===== src/bemf_zero_cross_commutator_defines.svh =====
// assertion macros used by the back-emf commutator rtl
`ifndef BEMF_ZERO_CROSS_COMMUTATOR_DEFINES_SVH
`define BEMF_ZERO_CROSS_COMMUTATOR_DEFINES_SVH

`ifndef NO_ASSERTIONS
// property checked on every clock outside reset
`define BZC_ASSERT(lbl, prop, msg) \
  lbl: assert property (@(posedge clk_i) disable iff (!rst_ni) (prop)) else $error(msg);
// antecedent in one cycle, consequent in the next
`define BZC_ASSERT_NEXT(lbl, ante, cons, msg) \
  lbl: assert property (@(posedge clk_i) disable iff (!rst_ni) (ante) |=> (cons)) \
    else $error(msg);
`else
`define BZC_ASSERT(lbl, prop, msg)
`define BZC_ASSERT_NEXT(lbl, ante, cons, msg)
`endif

`endif


===== src/bemf_zc_pkg.sv =====
// types and constants for the back-emf zero-crossing commutator
package bemf_zc_pkg;

  localparam int unsigned AdcBits   = 12;
  localparam int unsigned CountBits = 16;
  localparam int unsigned StepBits  = 3;
  localparam int unsigned SlopeBits = 8;
  localparam int unsigned ShiftBits = 4;
  localparam int unsigned CfgIdxBits = 2;

  localparam logic [ShiftBits-1:0] DecayShiftRst = ShiftBits'(3);
  localparam logic [SlopeBits-1:0] SlopeMinRst   = SlopeBits'(2);
  localparam logic [AdcBits-1:0]   OffRefRst     = AdcBits'(8);

  typedef enum logic [CfgIdxBits-1:0] {
    CFG_DECAY_SHIFT = 2'd0,
    CFG_SLOPE_MIN   = 2'd1,
    CFG_OFF_REF     = 2'd2
  } cfg_reg_e;

  typedef struct packed {
    logic [ShiftBits-1:0] decay_shift;
    logic [SlopeBits-1:0] slope_min;
    logic [AdcBits-1:0]   off_ref;
  } cfg_t;

  typedef struct packed {
    logic [StepBits-1:0] step_number;
    logic [AdcBits-1:0]  bus_voltage;
    logic [AdcBits-1:0]  bemf_sample;
    logic                pwm_on;
  } smp_t;

  typedef struct packed {
    logic [StepBits-1:0] next_step;
    logic                crossing_detected;
  } res_t;

endpackage


===== src/bemf_zc_core.sv =====
// per-sample tracking state, slope qualification and commutation timing
`include "bemf_zero_cross_commutator_defines.svh"

module bemf_zc_core import bemf_zc_pkg::*; (
  input  logic clk_i,
  input  logic rst_ni,
  input  logic fire_i,
  input  smp_t smp_i,
  input  cfg_t cfg_i,
  output res_t res_o
);

  localparam int unsigned ThrBits = CountBits + 2;

  logic [StepBits-1:0]  tracked_q, tracked_d;
  logic [AdcBits-1:0]   prev_q, prev_d;
  logic [SlopeBits-1:0] slope_q, slope_d;
  logic [CountBits-1:0] samples_q, samples_d;
  logic [CountBits-1:0] ctime_q, ctime_d;
  logic [CountBits-1:0] last_len_q, last_len_d;
  logic                 pend_q, pend_d;
  logic [StepBits-1:0]  emitted_q, emitted_d;

  logic [StepBits-1:0]  idx;
  logic                 step_chg;
  logic [AdcBits-1:0]   bus_ref, guard, half;
  logic                 falling, mono, past_half, hit, latch;
  logic [SlopeBits-1:0] slope_inc;
  logic [CountBits-1:0] ctime_l;
  logic                 pend_l;
  logic [ThrBits-1:0]   thr;
  logic                 due, emit;

  assign idx      = smp_i.step_number - StepBits'(1);
  assign step_chg = idx != tracked_q;
  assign bus_ref  = smp_i.pwm_on ? smp_i.bus_voltage : cfg_i.off_ref;
  assign guard    = bus_ref >> cfg_i.decay_shift;
  assign half     = bus_ref >> 1;
  assign falling  = ~smp_i.step_number[0];

  always_comb begin
    if (falling) begin
      mono      = (!smp_i.pwm_on || smp_i.bemf_sample > guard) && prev_q > smp_i.bemf_sample;
      past_half = smp_i.bemf_sample < half;
    end else begin
      mono      = (!smp_i.pwm_on || smp_i.bemf_sample < (bus_ref - guard))
                  && prev_q < smp_i.bemf_sample;
      past_half = smp_i.bemf_sample > half;
    end
  end

  assign slope_inc = (slope_q != '1) ? slope_q + SlopeBits'(1) : slope_q;
  assign hit       = mono && slope_inc >= cfg_i.slope_min && past_half;
  assign latch     = hit && ctime_q == '0;
  assign ctime_l   = latch ? samples_q : ctime_q;
  assign pend_l    = pend_q | latch;

  // delay of 3/8 of the previous step, no wrap
  assign thr  = ThrBits'(ctime_l) + ThrBits'(last_len_q >> 2) + ThrBits'(last_len_q >> 3);
  assign due  = pend_l && ThrBits'(samples_q) >= thr;
  assign emit = due && emitted_q != smp_i.step_number;

  always_comb begin
    tracked_d  = tracked_q;
    prev_d     = prev_q;
    slope_d    = slope_q;
    samples_d  = samples_q;
    ctime_d    = ctime_q;
    last_len_d = last_len_q;
    pend_d     = pend_q;
    emitted_d  = emitted_q;
    if (fire_i) begin
      if (step_chg) begin
        tracked_d  = idx;
        last_len_d = samples_q;
        samples_d  = '0;
        slope_d    = '0;
        ctime_d    = '0;
        pend_d     = 1'b0;
      end else begin
        slope_d = mono ? slope_inc : '0;
        prev_d  = smp_i.bemf_sample;
        ctime_d = ctime_l;
        pend_d  = pend_l && !due;
        if (emit) begin
          emitted_d = smp_i.step_number;
          ctime_d   = '0;
        end else if (samples_q != '1) begin
          samples_d = samples_q + CountBits'(1);
        end
      end
    end
  end

  assign res_o.next_step         = (!step_chg && emit) ? smp_i.step_number : '0;
  assign res_o.crossing_detected = !step_chg && latch;

  always_ff @(posedge clk_i or negedge rst_ni) begin
    if (!rst_ni) begin
      tracked_q  <= '0;
      prev_q     <= '0;
      slope_q    <= '0;
      samples_q  <= '0;
      ctime_q    <= '0;
      last_len_q <= '0;
      pend_q     <= 1'b0;
      emitted_q  <= '0;
    end else begin
      tracked_q  <= tracked_d;
      prev_q     <= prev_d;
      slope_q    <= slope_d;
      samples_q  <= samples_d;
      ctime_q    <= ctime_d;
      last_len_q <= last_len_d;
      pend_q     <= pend_d;
      emitted_q  <= emitted_d;
    end
  end

  `BZC_ASSERT_NEXT(a_chg_clears, fire_i && step_chg,
                   slope_q == '0 && samples_q == '0 && !pend_q && ctime_q == '0,
                   "step change did not restart tracking")
  `BZC_ASSERT_NEXT(a_emit_holds_count, fire_i && !step_chg && emit,
                   samples_q == $past(samples_q) && ctime_q == '0,
                   "sample count advanced on a commutation beat")
  `BZC_ASSERT_NEXT(a_emit_records, fire_i && res_o.next_step != '0,
                   emitted_q == $past(smp_i.step_number) && !pend_q,
                   "emitted step not recorded")
  `BZC_ASSERT(a_latch_once, !(res_o.crossing_detected && ctime_q != '0),
              "crossing latched while one is already held")

endmodule


===== src/bemf_zero_cross_commutator.sv =====
// an accepted sample is held in the input register, and its result in the output register, which drives the outputs
// throughput: one sample per cycle unless out_ready_i stalls the output, the tracking state updates in a single pass
// an input register and an output register each accept while their contents move on
// reset clears all tracking state and loads the register defaults 3, 2 and 8
// registers are to be written through the config port only while the block is idle; the block does not enforce this
module bemf_zero_cross_commutator import bemf_zc_pkg::*; (
  input  logic                  clk_i,
  input  logic                  rst_ni,
  input  logic                  cfg_valid_i,
  output logic                  cfg_ready_o,
  input  logic [CfgIdxBits-1:0] cfg_index_i,
  input  logic [AdcBits-1:0]    cfg_data_i,
  input  logic                  in_valid_i,
  output logic                  in_ready_o,
  input  logic [StepBits-1:0]   step_number_i,
  input  logic [AdcBits-1:0]    bus_voltage_i,
  input  logic [AdcBits-1:0]    bemf_sample_i,
  input  logic                  pwm_on_i,
  output logic                  out_valid_o,
  input  logic                  out_ready_i,
  output logic [StepBits-1:0]   next_step_o,
  output logic                  crossing_detected_o
);

  cfg_t cfg_q;
  smp_t s1_q;
  logic s1_valid_q;
  res_t res, out_q;
  logic out_valid_q;
  logic s1_adv, fire;

  assign cfg_ready_o = 1'b1;

  always_ff @(posedge clk_i or negedge rst_ni) begin
    if (!rst_ni) begin
      cfg_q.decay_shift <= DecayShiftRst;
      cfg_q.slope_min   <= SlopeMinRst;
      cfg_q.off_ref     <= OffRefRst;
    end else if (cfg_valid_i) begin
      unique case (cfg_index_i)
        CFG_DECAY_SHIFT: cfg_q.decay_shift <= cfg_data_i[ShiftBits-1:0];
        CFG_SLOPE_MIN:   cfg_q.slope_min   <= cfg_data_i[SlopeBits-1:0];
        CFG_OFF_REF:     cfg_q.off_ref     <= cfg_data_i;
        default: ;
      endcase
    end
  end

  assign s1_adv     = !out_valid_q || out_ready_i;
  assign fire       = s1_valid_q && s1_adv;
  assign in_ready_o = !s1_valid_q || s1_adv;

  always_ff @(posedge clk_i or negedge rst_ni) begin
    if (!rst_ni) begin
      s1_valid_q <= 1'b0;
    end else if (in_ready_o) begin
      s1_valid_q <= in_valid_i;
    end
  end

  always_ff @(posedge clk_i) begin
    if (in_ready_o && in_valid_i) begin
      s1_q.step_number <= step_number_i;
      s1_q.bus_voltage <= bus_voltage_i;
      s1_q.bemf_sample <= bemf_sample_i;
      s1_q.pwm_on      <= pwm_on_i;
    end
  end

  bemf_zc_core u_core (
    .clk_i  (clk_i),
    .rst_ni (rst_ni),
    .fire_i (fire),
    .smp_i  (s1_q),
    .cfg_i  (cfg_q),
    .res_o  (res)
  );

  always_ff @(posedge clk_i or negedge rst_ni) begin
    if (!rst_ni) begin
      out_valid_q <= 1'b0;
    end else if (s1_adv) begin
      out_valid_q <= s1_valid_q;
    end
  end

  always_ff @(posedge clk_i) begin
    if (fire) begin
      out_q <= res;
    end
  end

  assign out_valid_o         = out_valid_q;
  assign next_step_o         = out_q.next_step;
  assign crossing_detected_o = out_q.crossing_detected;

endmodule

===== config.mk =====
export PLATFORM = sky130hd
export DESIGN_NAME = bemf_zero_cross_commutator
export DESIGN_NICKNAME = d
export VERILOG_FILES = /design/src/bemf_zc_pkg.sv /design/src/bemf_zc_core.sv /design/src/bemf_zero_cross_commutator.sv
export VERILOG_INCLUDE_DIRS = /design/src /design/src/src
export SDC_FILE = /design/constraint.sdc
export NUM_CORES = 1
export LEC_CHECK = 0
export BUFFER_PORTS_ARGS = -buffer_cell sky130_fd_sc_hd__buf_2
export CAP_MARGIN = 10
export CORE_ASPECT_RATIO = 2
export CORE_MARGIN = 2
export CORE_UTILIZATION = 40
export CTS_CLUSTER_SIZE = 25
export DETAILED_ROUTE_END_ITERATION = 10
export HOLD_SLACK_MARGIN = 0.12
export PLACE_DENSITY = 0.66
export SYNTH_ARGS = -nofsm -noshare
export SYNTH_HDL_FRONTEND = slang
export SYNTH_SLANG_ARGS = --single-unit
export TNS_END_PERCENT = 10

===== constraint.sdc =====
create_clock -name clk_i -period 16.83 [get_ports clk_i]
set_clock_uncertainty 0.1 [all_clocks]
set_input_delay 3.366 -clock clk_i [delete_from_list [all_inputs] [get_ports clk_i]]
set_output_delay 3.366 -clock clk_i [all_outputs]
set_load 0.05 [all_outputs]

=== Yosys cells after proc, flatten, opt, wreduce, memory -nomap -nowiden ===
Cells that the tools add are included.
W data, S select, Z words.

* Memory bits (read-only): 0
* Memories kept: 0
* Bits in latches: 0
* Flip-flop bits (word level): 133
* Output and inout bits: 7
* Bits in writable memories: 0
* Input port bits: 47

* Multiplexer cells: 13
* Shift operators: 1
* Multiply operators: 0
* Bitwise operators: 2
* Add/subtract/negate cells: 6
* Equality and inequality tests: 7
* Divide/modulo/power cells: 0
* Order comparisons: 8
* Reduce and logical (&&, ||, !) cells: 31

{| class="wikitable"
|+ Operator list
! operator !! count
|-
| $mux W16 || 6
|-
| $gt A12 B12 Y1 || 2
|-
| $lt A12 B12 Y1 || 2
|-
| $mux W8 || 3
|-
| $add A18 B13 Y18 || 1
|-
| $ge A16 B18 Y1 || 1
|-
| $add A16 B14 Y17 || 1
|-
| $add A16 B1 Y16 const B || 1
|-
| $logic_not A16 Y1 || 1
|-
| $ne A16 B16 Y1 const B || 1
|-
| $gt A12 B11 Y1 || 1
|-
| $logic_and A1 B1 Y1 || 12
|-
| $lt A12 B11 Y1 || 1
|-
| $mux W12 || 1
|-
| $shr A12 B4 Y12 || 1
|-
| $sub A12 B12 Y12 || 1
|-
| $reduce_and A2 Y1 || 5
|-
| $add A8 B1 Y8 const B || 1
|-
| $ge A8 B8 Y1 || 1
|-
| $ne A8 B8 Y1 const B || 1
|-
| $ne A3 B3 Y1 || 2
|-
| $reduce_and A3 Y1 || 2
|-
| $logic_not A1 Y1 || 5
|-
| $logic_or A1 B1 Y1 || 4
|-
| other kinds (9) || 11
|}

=== Depth between registers and ports, before layout ===
Gate-level depths: netlist of the first run.

* Depth in word-level cells: 18
* Mapped depth: 59
* Depth with buffers taken out: 54

=== Hierarchy ===
From an unflattened synthesis of the first run, not the netlist that was laid out.

* Cell total of the unflattened synthesis: 901
* Area total of the unflattened synthesis: 9,131.3 um2

{| class="wikitable"
|+ Modules (own cells, without submodules)
! module !! area each (um2) !! instances !! sequential area each (um2) !! cells an instance
|-
| bemf_zc_core || 7,083.0 || 1 || 1,826.8 || 807
|-
| bemf_zero_cross_commutator || 2,048.2 || 1 || 1,616.6 || 94
|}

=== Worst setup path before layout of the first run ===
OpenSTA, ideal clock, no wires.

* Path type: register to register
* Start: register s1_q[0] (netlist name)
* End: register u_core.samples_q[5]
* Setup time: 76 ps
* Arrival: 10,195 ps
* Clock period less this slack: 10,371 ps
* Path buffers: 3
* Cell stages (with the launch flop): 56
* Path slack: 6,459 ps
* Path through: edfxtp_1 > buf_4 > clkbuf_1 > mux2i_1 > nand2_1 > o21ai_0 > mux2_2 > nand2_1 > o21ai_0 > o21ai_0 > ha_1 > inv_1 > fa_1 > a21o_1 > a21oi_1 > o21bai_1 > a21oi_1 > nand2b_1 > [... 20 more ...] > a21oi_1 > o21ai_0 > a211oi_1 > nor2_1 > o21ai_0 > nand2b_1 > xnor2_1 > ha_1 > a21o_1 > a21oi_1 > nor2b_1 > o21ai_0 > nand2b_1 > a221o_1 > o211a_1 > o211a_4 > or4_1 > o21ai_1

* Word-level cells in the longest chain between the ends: 18
* Elaborated cells between the ends (all ways): 26
* Those cells by class: 3 x add/sub; 5 x order compare; 1 x eq/ne; 1 x shift; 4 x mux; 1 x bitwise; 11 x reduce/logical

{| class="wikitable"
|+ Ends and longest elaborated chain
! item !! line !! source
|-
| start, declared || bemf_zero_cross_commutator.sv:26 || <nowiki>smp_t s1_q;</nowiki>
|-
| $mux W12 || bemf_zc_core.sv:36 || <nowiki>assign bus_ref = smp_i.pwm_on ? smp_i.bus_voltage : cfg_i.off_ref;</nowiki>
|-
| $shr A12 B4 Y12 || bemf_zc_core.sv:37 || <nowiki>assign guard = bus_ref >> cfg_i.decay_shift;</nowiki>
|-
| $sub A12 B12 Y12 || bemf_zc_core.sv:46 || <nowiki>mono = (!smp_i.pwm_on || smp_i.bemf_sample < (bus_ref - guard))</nowiki>
|-
| $lt A12 B12 Y1 || bemf_zc_core.sv:46 ||
|-
| $logic_or A1 B1 Y1 || bemf_zc_core.sv:46 ||
|-
| $logic_and A1 B1 Y1 || bemf_zc_core.sv:47 || <nowiki>&& prev_q < smp_i.bemf_sample;</nowiki>
|-
| $mux W1 || bemf_zc_core.sv:42 || <nowiki>if (falling) begin</nowiki>
|-
| $logic_and A1 B1 Y1 || bemf_zc_core.sv:53 || <nowiki>assign hit = mono && slope_inc >= cfg_i.slope_min && past_half;</nowiki>
|-
| [... 2 more ...] || n/a ||
|-
| $mux W16 || bemf_zc_core.sv:55 || <nowiki>assign ctime_l = latch ? samples_q : ctime_q;</nowiki>
|-
| $add A16 B14 Y17 || bemf_zc_core.sv:59 || <nowiki>assign thr = ThrBits'(ctime_l) + ThrBits'(last_len_q >> 2) + ThrBits'(last_len_q >> 3);</nowiki>
|-
| $add A18 B13 Y18 || bemf_zc_core.sv:59 ||
|-
| $ge A16 B18 Y1 || bemf_zc_core.sv:60 || <nowiki>assign due = pend_l && ThrBits'(samples_q) >= thr;</nowiki>
|-
| $logic_and A1 B1 Y1 (*) || bemf_zc_core.sv:60 ||
|-
| $logic_and A1 B1 Y1 (*) || bemf_zc_core.sv:61 || <nowiki>assign emit = due && emitted_q != smp_i.step_number;</nowiki>
|-
| $ne A2 B1 Y1 (no source line) (*) || n/a ||
|-
| $reduce_and A3 Y1 (no source line) (*) || n/a ||
|-
| end signal, assigned || bemf_zc_core.sv:112 || <nowiki>samples_q <= samples_d;</nowiki>
|-
| end, declared || bemf_zc_core.sv:18 || <nowiki>logic [CountBits-1:0] samples_q, samples_d;</nowiki>
|}

Mark *: on every way between the ends. The rest lies on a longest branch, timed or not.
A chain may end at the register's enable or synchronous reset.

=== Worst setup path after layout of the first run ===
* Start: register s1_q[0] (netlist name)
* End: register u_core.emitted_q[1]

* Word-level cells in the longest chain between the ends: 17
* Elaborated cells between the ends (all ways): 25
* Those cells by class: 3 x add/sub; 5 x order compare; 1 x shift; 4 x mux; 1 x bitwise; 11 x reduce/logical

{| class="wikitable"
|+ Ends and longest elaborated chain
! item !! line !! source
|-
| $mux W12 || bemf_zc_core.sv:36 ||
|-
| $shr A12 B4 Y12 || bemf_zc_core.sv:37 ||
|-
| $sub A12 B12 Y12 || bemf_zc_core.sv:46 ||
|-
| $lt A12 B12 Y1 || bemf_zc_core.sv:46 ||
|-
| $logic_or A1 B1 Y1 || bemf_zc_core.sv:46 ||
|-
| $logic_and A1 B1 Y1 || bemf_zc_core.sv:47 ||
|-
| $mux W1 || bemf_zc_core.sv:42 ||
|-
| $logic_and A1 B1 Y1 || bemf_zc_core.sv:53 ||
|-
| $logic_and A1 B1 Y1 (*) || bemf_zc_core.sv:53 ||
|-
| $logic_and A1 B1 Y1 (*) || bemf_zc_core.sv:54 || <nowiki>assign latch = hit && ctime_q == '0;</nowiki>
|-
| $mux W16 || bemf_zc_core.sv:55 ||
|-
| $add A16 B14 Y17 || bemf_zc_core.sv:59 ||
|-
| $add A18 B13 Y18 || bemf_zc_core.sv:59 ||
|-
| $ge A16 B18 Y1 || bemf_zc_core.sv:60 ||
|-
| $logic_and A1 B1 Y1 (*) || bemf_zc_core.sv:60 ||
|-
| $logic_and A1 B1 Y1 (*) || bemf_zc_core.sv:61 ||
|-
| $reduce_and A3 Y1 (no source line) (*) || n/a ||
|-
| end signal, assigned || bemf_zc_core.sv:116 || <nowiki>emitted_q <= emitted_d;</nowiki>
|-
| end, declared || bemf_zc_core.sv:22 || <nowiki>logic [StepBits-1:0] emitted_q, emitted_d;</nowiki>
|}

Marks and branches as above.

==> results.md, run 1 <==
- Status: finished with violations
- Failing checks: design-rule violations
- DIE WIDTH: 113 µm
- Fraction of the yosys area taken by sequential cells: 36.2%
- Cell mode on critical path: a21oi_1
- Commonest cells after routing, fill and taps aside: ha_1, dfrtp_1, nand2_1
- Worst endpoint data arrival time: 11.87 ns
- Yosys warning count: 0
- Syn_area_per_cell: 9.82 µm²
- Post-CTS setup buffers: 0
- Syn Inst Count: 969
- Cts hold-fix bufs: 0
- Die area: 25,100 µm²
- I/O Buffers: 52
- Die H: 222 µm
- Crit. End Element: flip-flop
- Bufs on Longest Clock Path: 2
- Max-cap viol count: 0
- Final Cycle Share: 69.2%
- Worst path max stage delay: 0.91 ns
- Seq. cell area: 3440 µm²
- Tmin final: 11.65 ns
- Worst setup SP type: flip-flop
- DR pass1 iterations: 8
- HP Start: u_core.prev_q[1]
- DR WL/cell: 19.5 µm
- Hold depth: 2
- H-tree lvl count: 4
- Largest delay share family, worst path: compound AO/OA/AOI/OAI gates
- CTS clk-pin slew, worst paths: 0.06 ns
- Layout cells sized above 1: 14.8%
- Worst R2R End: u_core.emitted_q[1]
- CP bufs+invs: 2
- Synth cell types: 77
- EDFF count, synth: 32
- Slowest CP cell: edfxtp_1
- Post-Route WL: 25,600 µm
- Post-layout total power: 0.00111 W
- Hold EP: u_core.prev_q[1]
- Synth Flop Type: dfrtp_1
- Slew of the pin with the lowest slew margin: 1.03 ns
- Final-report hold violation count: 0
- I/O pin cnt: 54
- PwrDens: 105 nW/µm²
- Fmax: 85.8 MHz
- Clk root buf: clkbuf_16
- GP Congestion: 0.930
- Commonest non-fill, non-tap cell in the layout: ha_1
- Area growth syn-to-layout: 11.2%
- First-pass GRT wire length: 40,200 µm
- Ys async rst share: 75.6%
- Largest net degree at the start of global routing: 67
- Initial Util: 40.8%
- Initial antenna violation count: 0
- Setup TNS: 0 ns
- Nets: 1,179
- Diode count: 0
- RSZ-0062 raised after global routing: no
- CORE AREA: 23,300 µm²
- Global route overflow: 0
- Drt first-iter violations: 464
- Worst skew pair latency: 0.44 ns
- Detail Route Antenna Nets: 0
- Crit Path Max Fanout: 20
- Post-DP HPWL: 20,200 µm
- Final setup vio count: 0
- Max-slew violations: 0
- Static leakage: 5.13 nW
- Register bit total from synthesis: 131
- GRT Total Usage: 21.0%
- Synthesized Nets: 1,135
- Vias/cell: 5.85
- Filler instances: 2,253
- Synthesized area: 9510 µm²
- Worst EP required: 17.05 ns
- Peak supply drop: 0.0000736 V
- Post_cts resized: 0
- Slew headroom: 31.2%
- Reg2reg start: s1_q[0]
- Clk sinks: 131
- R2R Setup Slk: 5.18 ns
- Vias in the first global route: 7,838
- # rows: 79
- Remaining DRCs: 3
- CTS tree: yes
- CTS buffer count: 17
- Hold Crit Class: flip-flop to flip-flop
- Register-to-Register Path Depth: 52
- Area occupied by multi-input gates: 5710 µm²
- Vias: 7,653
- Crit path kind: flip-flop to flip-flop
-- area by class of cell --
class | count | area share [%]
clock buffers | 18 | 4.06
clock inverters | 14 | 1.22
inverters | 58 | 2.06
multi-input cells | 748 | 53.9
flip-flops and latches | 131 | 32.5
well taps | 283 | 3.35
repair buffers | 57 | 2.84
-- cells in the mapped netlist (3+ instances only) --
master     instances  area share [%]
mux2i_1           19             2.0
and3_1             7            0.46
o2111ai_1          3            0.28
a221o_1            3            0.32
nand3b_1           4            0.32
nor4_1             6            0.39
inv_1             58             2.3
o21ai_0           66             3.5
clkbuf_1          24            0.95
and2_1             6            0.39
a21o_1            36             2.8
edfxtp_1          32              10
fa_1               3            0.63
a211oi_1          12            0.95
nor2_1            42             1.7
nand4_1           11            0.72
or3_1              7            0.46
nand2_1           73             2.9
dfstp_2            4             1.1
o21ai_1           11            0.58
xnor2_1           18             1.7
nand3_1           25             1.3
mux2_2            40             4.7
o211ai_2           4            0.53
nand2b_1          16             1.1
o211ai_1           8            0.63
a211o_1            8            0.74
ha_1             116              15
mux2_1             3            0.36
o21a_1             4            0.32
nor3_1            17            0.89
a32o_1             6            0.63
and4_1             6            0.55
nor2b_1           10            0.66
a22o_1            20             1.8
dfrtp_1           95              25
a21oi_1           71             3.7
xor2_1            21             1.9
-- sequential cells by signal, indices dropped and copies added, names as in the netlist --
register,cells
s1_q,28
cfg_q,24
u_core.ctime_q,16
u_core.samples_q,16
u_core.last_len_q,14
u_core.prev_q,12
u_core.slope_q,8
next_step_o,3
u_core.emitted_q,3
u_core.tracked_q,3
crossing_detected_o,1
out_valid_o,1
s1_valid_q,1
u_core.pend_q,1
-- tightest hold or removal path, stage by stage, from the launching register on --
cell and delay (ns):
dfrtp_1 0.34, nand2_1 0.04, o21ai_0 0.06
-- worst max path at each step --
stage,from,endpoint,slack [ns],depth (start not counted)
2_1_floorplan,s1_q[0],u_core.samples_q[5],6.46,55
6_report,s1_q[0],u_core.emitted_q[1],5.18,52
3_5_place_dp,s1_q[0],u_core.emitted_q[1],5.26,52
5_1_grt,s1_q[0],u_core.emitted_q[1],4.07,52
4_1_cts,s1_q[0],u_core.emitted_q[1],5.21,52
3_3_place_gp,s1_q[0],u_core.emitted_q[2],5.46,52
-- metal layers --
metal	routed length, µm	GRT usage [%]
met1	8320	18.2
met2	14200	40.2
met3	766	3.69
met4	2280	17.2
met5	0	0
-- cell families after synthesis --
logic type / after synthesis / synth area share (%)
fa+ha+maj: 119 / 15.9
mux: 63 / 7.33
flops: 131 / 36.2
xor+xnor: 39 / 3.59
simple gates: 243 / 13.2
other cells: 1 / 0.0394
compound gates: 283 / 20.0
buf+inv: 90 / 3.81
-- where the power goes --
part / switching, W / leakage [nW] / internal, W
clock: 0.000151 / 0.264 / 0.000204
sequential: 0.0000364 / 1.60 / 0.000366
combinational: 0.000200 / 3.26 / 0.000152
total: 0.000387 / 5.13 / 0.000721
-- metrics by stage --
| step | cell area (µm²) | util [%] | worst slack (ns) | hold WS, ns | instances |
|---|---|---|---|---|---|
| floorplan | 9510 | - | 6.46 | 0.354 | 969 |
| CTS | 10600 | 45.4 | 5.21 | 0.392 | 1309 |
| detailed placement | 10000 | 43.0 | 5.26 | 0.378 | 1277 |
| finish | 10600 | 45.4 | 5.18 | 0.384 | 1309 |
| global route | 10600 | 45.4 | 4.07 | 0.421 | 1309 |
| global placement | 10000 | 43.0 | 5.46 | 0.367 | 1277 |
(Power assumes the default switching activity.)
==> inputs of run 2 (changes only) <==
==> constraint.sdc (replaced) <==
create_clock -name clk_i -period 11.2 [get_ports clk_i]
set_clock_uncertainty 0.1 [all_clocks]
set_input_delay 2.24 -clock clk_i [delete_from_list [all_inputs] [get_ports clk_i]]
set_output_delay 2.24 -clock clk_i [all_outputs]
set_load 0.05 [all_outputs]
==> run 2 against run 1 <==
  * The run still ends with design-rule violations left
  * Sequential power up 50%
  * Critical endpoint is now u_core.samples_q[5]
  * Largest power group unchanged
  * Sequential share of layout area shrank 0.74 points
  * Non-clock buffer count up 13
  * Largest cell class unchanged
  * Worst setup slack got worse by 4.4 ns
  * Hold slack better by 0.011 ns
==> results.md, run 2 (synthesis results as in run 1) <==
- Slew headroom: 29.9%
- Failing checks: design-rule violations
- Setup TNS: 0 ns
- Largest delay share family, worst path: compound AO/OA/AOI/OAI gates
- Max FFs per register: 28
- Status: finished with violations
- I/O Buffers: 52
- Post-DP HPWL: 20,500 µm
- Final setup vio count: 0
- Crit. End Element: flip-flop
- Post-Route WL: 26,800 µm
- Nets: 1,193
- Tmin final: 10.46 ns
- RSZ-0062 raised after global routing: no
- Initial antenna violation count: 0
- Worst R2R End: u_core.samples_q[5]
- Slew of the pin with the lowest slew margin: 1.05 ns
- Crit Path Max Fanout: 11
- Worst endpoint data arrival time: 10.72 ns
- Final WS setup: 0.740 ns
- Remaining DRCs: 3
- Top Registers: s1_q (28), cfg_q (24)
- First-pass GRT wire length: 42,000 µm
- Worst skew pair latency: 0.44 ns
- Detail Route Antenna Nets: 0
- Commonest cells after routing, fill and taps aside: ha_1, dfrtp_1, nand2_1
- Hold depth: 2
- HP Start: u_core.prev_q[10]
- Vias: 7,862
- CP bufs+invs: 5
- Register-to-Register Path Depth: 53
- Static leakage: 5.27 nW
- CORE AREA: 23,300 µm²
- Worst path max stage delay: 0.50 ns
- CTS buffer count: 17
- Worst setup SP type: flip-flop
- DIE WIDTH: 113 µm
- Final-report hold violation count: 0
- Hold EP: u_core.prev_q[10]
- CTS clk-pin slew, worst paths: 0.06 ns
- Drt first-iter violations: 372
- Layout cells sized above 1: 17.3%
- Reg2reg start: s1_q[0]
- Worst EP required: 11.46 ns
- Hold Crit Class: flip-flop to flip-flop
- Largest net degree at the start of global routing: 62
- Slowest CP cell: or4_1
- Peak supply drop: 0.000112 V
- Crit path kind: flip-flop to flip-flop
- CTS tree: yes
- Register bank with the most flops: s1_q
- I/O pin cnt: 54
- Global route overflow: 0
- Fmax: 95.6 MHz
- Initial Util: 40.8%
- Die area: 25,100 µm²
- DR pass1 iterations: 8
- Area growth syn-to-layout: 13.8%
- # rows: 79
- H-tree lvl count: 4
- Vias in the first global route: 8,102
- Clk root buf: clkbuf_16
- Die H: 222 µm
- PwrDens: 160 nW/µm²
- R2R Setup Slk: 0.74 ns
- Final Cycle Share: 93.4%
- Commonest non-fill, non-tap cell in the layout: ha_1
- Max-cap viol count: 0
- Pre-CTS WS: 0.164 ns
- Bufs on Longest Clock Path: 2
- GRT Total Usage: 21.7%
- GP Congestion: 0.907
- Clk sinks: 131
- Vias/cell: 5.94
- Diode count: 0
- Max-slew violations: 0
- Cts hold-fix bufs: 0
- Cell mode on critical path: a21oi_1
- DR WL/cell: 20.3 µm
[run 2: metal layers]
metal	vias to the layer above	track usage (%)	share of wire, %
li1	3709	-	-
met1	3774	19.5	33
met2	255	41.9	56
met3	124	3.17	2.8
met4	0	16.6	8.5
met5	-	0	0
[run 2: timing repair]
action                     in CTS  in global routing
setup buffers                   0                  9
gates resized for setup         0                 19
setup endpoints to repair       0                 39
[run 2: worst register-to-register path: cells and delay by family (launching register included)]
family / cells / cell delay, ns
fa+ha+maj: 6 / 1.81
compound gates: 28 / 5.08
xor+xnor: 3 / 0.41
simple gates: 8 / 1.19
flops: 1 / 0.42
buf+inv: 5 / 0.76
mux: 3 / 0.62
[run 2: power by group]
group	switching [W]	internal [W]
clock	0.000237	0.000341
sequential	0.0000558	0.000549
combinational	0.000311	0.000234
total	0.000604	0.00112
[run 2: worst max-delay path by stage]
stage,slack (ns),depth (start not counted),endpoint,from
finish,0.74,53,u_core.samples_q[5],s1_q[0]
detailed placement,0.16,52,u_core.emitted_q[1],s1_q[0]
global route,0.007,54,u_core.samples_q[5],s1_q[0]
CTS,0.11,52,u_core.emitted_q[1],s1_q[0]
global placement,0.28,51,u_core.emitted_q[1],s1_q[0]
floorplan,0.83,55,u_core.samples_q[5],s1_q[0]
[run 2: final cells by class]
class | instances | area, µm²
clock buffers | 18 | 439
clock inverters | 14 | 168
fillers | 2223 | 12500
inverters | 58 | 218
multi-input cells | 749 | 5790
flip-flops and latches | 131 | 3440
well taps | 283 | 354
repair buffers | 70 | 410
[run 2: metrics by stage]
| stage | hold WS [ns] | instances | utilization, % | power [W] | cell area (µm²) |
|---|---|---|---|---|---|
| after floorplan | 0.354 | 969 | - | 0.000997 | 9510 |
| after CTS | 0.394 | 1313 | 45.7 | 0.00173 | 10700 |
| after global placement | 0.369 | 1281 | 43.1 | 0.00113 | 10100 |
| final | 0.395 | 1323 | 46.4 | 0.00173 | 10800 |
| after global routing | 0.423 | 1323 | 46.4 | 0.00184 | 10800 |
| after detailed placement | 0.380 | 1281 | 43.1 | 0.00114 | 10100 |
==> inputs of run 3 (changes only) <==
--- a/config.mk
+++ b/config.mk
@@ -6,6 +6,7 @@
 export SDC_FILE = /design/constraint.sdc
 export NUM_CORES = 1
 export LEC_CHECK = 0
+export ABC_AREA = 1
 export BUFFER_PORTS_ARGS = -buffer_cell sky130_fd_sc_hd__buf_2
 export CAP_MARGIN = 10
 export CORE_ASPECT_RATIO = 2
==> run 3 against run 2 <==
  * The flow now finishes without violations
  * Area after synthesis is 0.68% higher
  * Clock-buffer cell count is 1 higher
  * Sequential share of layout area is 0.24 points higher
  * Maximum frequency is 4.3% higher
  * Synthesized cell count is 26% higher
  * Non-clock buffer count is 8 lower
  * Via count is 6.4% higher
  * Wire length is 4.1% higher
  * Global-route usage is 1.3 points higher
  * Hold slack worse by 0.0074 ns
  * Total power is 1.3% lower
  * Largest cell class unchanged
==> results.md, run 3 <==
- Status: complete, no violations
- Final setup vio count: 0
- Detail Route Antenna Nets: 0
- Syn_area_per_cell: 7.87 µm²
- Dpl cell area: 10,100 µm²
- Max FFs per register: 28
- RSZ-0062 raised after global routing: no
- H-tree lvl count: 4
- Yosys warning count: 0
- Post-CTS setup buffers: 0
- CTS clk-pin slew, worst paths: 0.06 ns
- Initial antenna violation count: 0
- Switching Share: 36.7%
- Pre-CTS WS: 0.864 ns
- Area occupied by multi-input gates: 5450 µm²
- Final-report hold violation count: 0
- Vias/cell: 5.32
- EDFF count, synth: 32
- Worst setup SP type: flip-flop
- Synth cell types: 54
- Crit path kind: flip-flop to flip-flop
- Crit Path Max Fanout: 19
- Setup TNS: 0 ns
- Max-cap viol count: 0
- Cts hold-fix bufs: 0
- Top Registers: s1_q (28), cfg_q (24)
- Fraction of the yosys area taken by sequential cells: 36.0%
- Bufs on Longest Clock Path: 2
- CORE AREA: 23,700 µm²
- Register bank with the most flops: s1_q
- Die area: 25,300 µm²
- Tmin final: 10.03 ns
- CTS tree: yes
- Nets: 1,438
- Drt first-iter violations: 570
- Top cell type's share of synthesized area: 24.8%
- # rows: 80
- Clk sinks: 131
- Area growth syn-to-layout: 12.2%
- CTS buffer count: 17
- Cell mode on critical path: nand2_1
- Commonest non-fill, non-tap cell in the layout: nand2_1
- Clock power share: 32.9%
- First-pass GRT wire length: 44,200 µm
- Syn Inst Count: 1,217
- I/O pin cnt: 54
- Global route overflow: 0
- Slowest CP cell: mux2i_1
- Clk root buf: clkbuf_16
- Vias: 8,369
- DIE WIDTH: 113 µm
- Initial Util: 40.4%
- GRT Total Usage: 23.1%
- Fin area: 10,700 µm²
- Worst EP required: 11.47 ns
- Combinational fraction of design power: 32.2%
- P_sw: 0.000626 W
- Synth Flop Type: dfrtp_1
- GP Congestion: 0.986
- Most frequent cell after synthesis: nand2_1
- Synthesized area: 9580 µm²
- Hold Crit Class: flip-flop to flip-flop
- Final WS setup: 1.17 ns
- Pint: 0.00108 W
- Largest net degree at the start of global routing: 59
- Final Cycle Share: 89.6%
- Crit. End Element: flip-flop
- Seq. cell area: 3440 µm²
- Post-DP HPWL: 22,500 µm
- DR pass1 iterations: 5
- DR WL/cell: 17.8 µm
- Synth top area cells: dfrtp_1, ha_1, nand2_1
- Slew headroom: 29.1%
- Peak supply drop: 0.000124 V
- Diode count: 0
- Die H: 223 µm
- Cell taking the most area after synthesis: dfrtp_1
- Commonest cells after routing, fill and taps aside: nand2_1, inv_1, ha_1
- Seq pwr share: 34.9%
- Worst endpoint data arrival time: 10.30 ns
- Fmax: 99.7 MHz
- Top post-synthesis cells by count: nand2_1, inv_1, ha_1
- Max-slew violations: 0
- Slew of the pin with the lowest slew margin: 1.06 ns
- Filler instances: 2,372
- Worst path max stage delay: 0.50 ns
- PwrDens: 159 nW/µm²
- Vias in the first global route: 8,589
- Remaining DRCs: 0
- Worst skew pair latency: 0.43 ns
- Layout cells sized above 1: 11.5%
- Ys async rst share: 75.6%
- Post-Route WL: 27,900 µm
- Static leakage: 5.41 nW
- I/O Buffers: 52
- Register bit total from synthesis: 131
- Post_cts resized: 0
- Synthesized Nets: 1,383
## run 3: changes by cell type in the layout (fill, tap and decap cells not counted), moves of 16 or more
| cell | before | now |
|---|---|---|
| a21o_1 | 36 | 4 |
| a22o_1 | 20 | 0 |
| inv_1 | 58 | 138 |
| mux2_2 | 40 | 4 |
| nand2_1 | 73 | 322 |
| nand2b_1 | 16 | 0 |
| nand3_1 | 25 | 58 |
| nor2_1 | 42 | 59 |
| o21ai_0 | 61 | 98 |
## run 3: final timing paths
kind                            startpoint                   to  slack (ns)  depth (start not counted)
worst min-delay path              cfg_q[1]             cfg_q[1]        0.39                          2
worst min register to register    cfg_q[1]             cfg_q[1]        0.39                          2
max in group asynchronous           rst_ni     u_core.prev_q[9]        8.10                          2
worst max register to register     s1_q[0]  u_core.samples_q[0]        1.17                         57
worst max-delay path               s1_q[0]  u_core.samples_q[0]        1.17                         57
min in group asynchronous           rst_ni          out_valid_o        1.69                          1
## run 3: layer usage
layer,part of all wire (%),track usage [%],up-vias
li1,-,-,4155
met1,33,20.5,3903
met2,56,44.7,197
met3,2.5,3.16,114
met4,8.8,18.0,0
met5,0,0,-
## run 3: power groups by stage
stage                     Clock [W]  Combinational, W  Sequential [W]
after floorplan                   0          0.000398        0.000590
after global placement            0          0.000532        0.000602
after detailed placement          0          0.000542        0.000604
after CTS                  0.000572          0.000546        0.000595
after global routing       0.000592          0.000627        0.000601
final                      0.000562          0.000549        0.000594
## run 3: kinds of logic after synthesis
logic type      share of synthesized area (%)
simple gates                             23.4
mux                                     0.784
xor+xnor                                 4.21
buf+inv                                  7.18
other cells                            0.0392
flops                                    36.0
fa+ha+maj                                15.8
compound gates                           12.7
## run 3: layout make-up
| class | instances | area share (%) |
|---|---|---|
| Clock buffer | 19 | 4.12 |
| Inverter | 151 | 5.27 |
| Clock inverter | 13 | 1.40 |
| Timing Repair Buffer | 62 | 3.14 |
| Sequential cell | 131 | 32.0 |
| Multi-Input combinational cell | 909 | 50.7 |
| Tap cell | 287 | 3.34 |
## run 3: worst max-delay path, delay by kind of cell (launching register included)
| kind | cells | cell delay (ns) |
|---|---|---|
| simple gates | 28 | 3.15 |
| xor+xnor | 3 | 0.32 |
| flops | 1 | 0.35 |
| compound gates | 17 | 3.39 |
| mux | 1 | 0.50 |
| fa+ha+maj | 5 | 1.72 |
| buf+inv | 3 | 0.39 |
## run 3: through the flow
stage               util, %  total power [W]  cells  hold slack [ns]
CTS                    45.1          0.00171   1567            0.388
floorplan                 -         0.000988   1217            0.352
detailed placement     42.6          0.00115   1535            0.373
global route           45.3          0.00182   1572            0.420
global placement       42.6          0.00113   1535            0.368
finish                 45.3          0.00170   1572            0.387
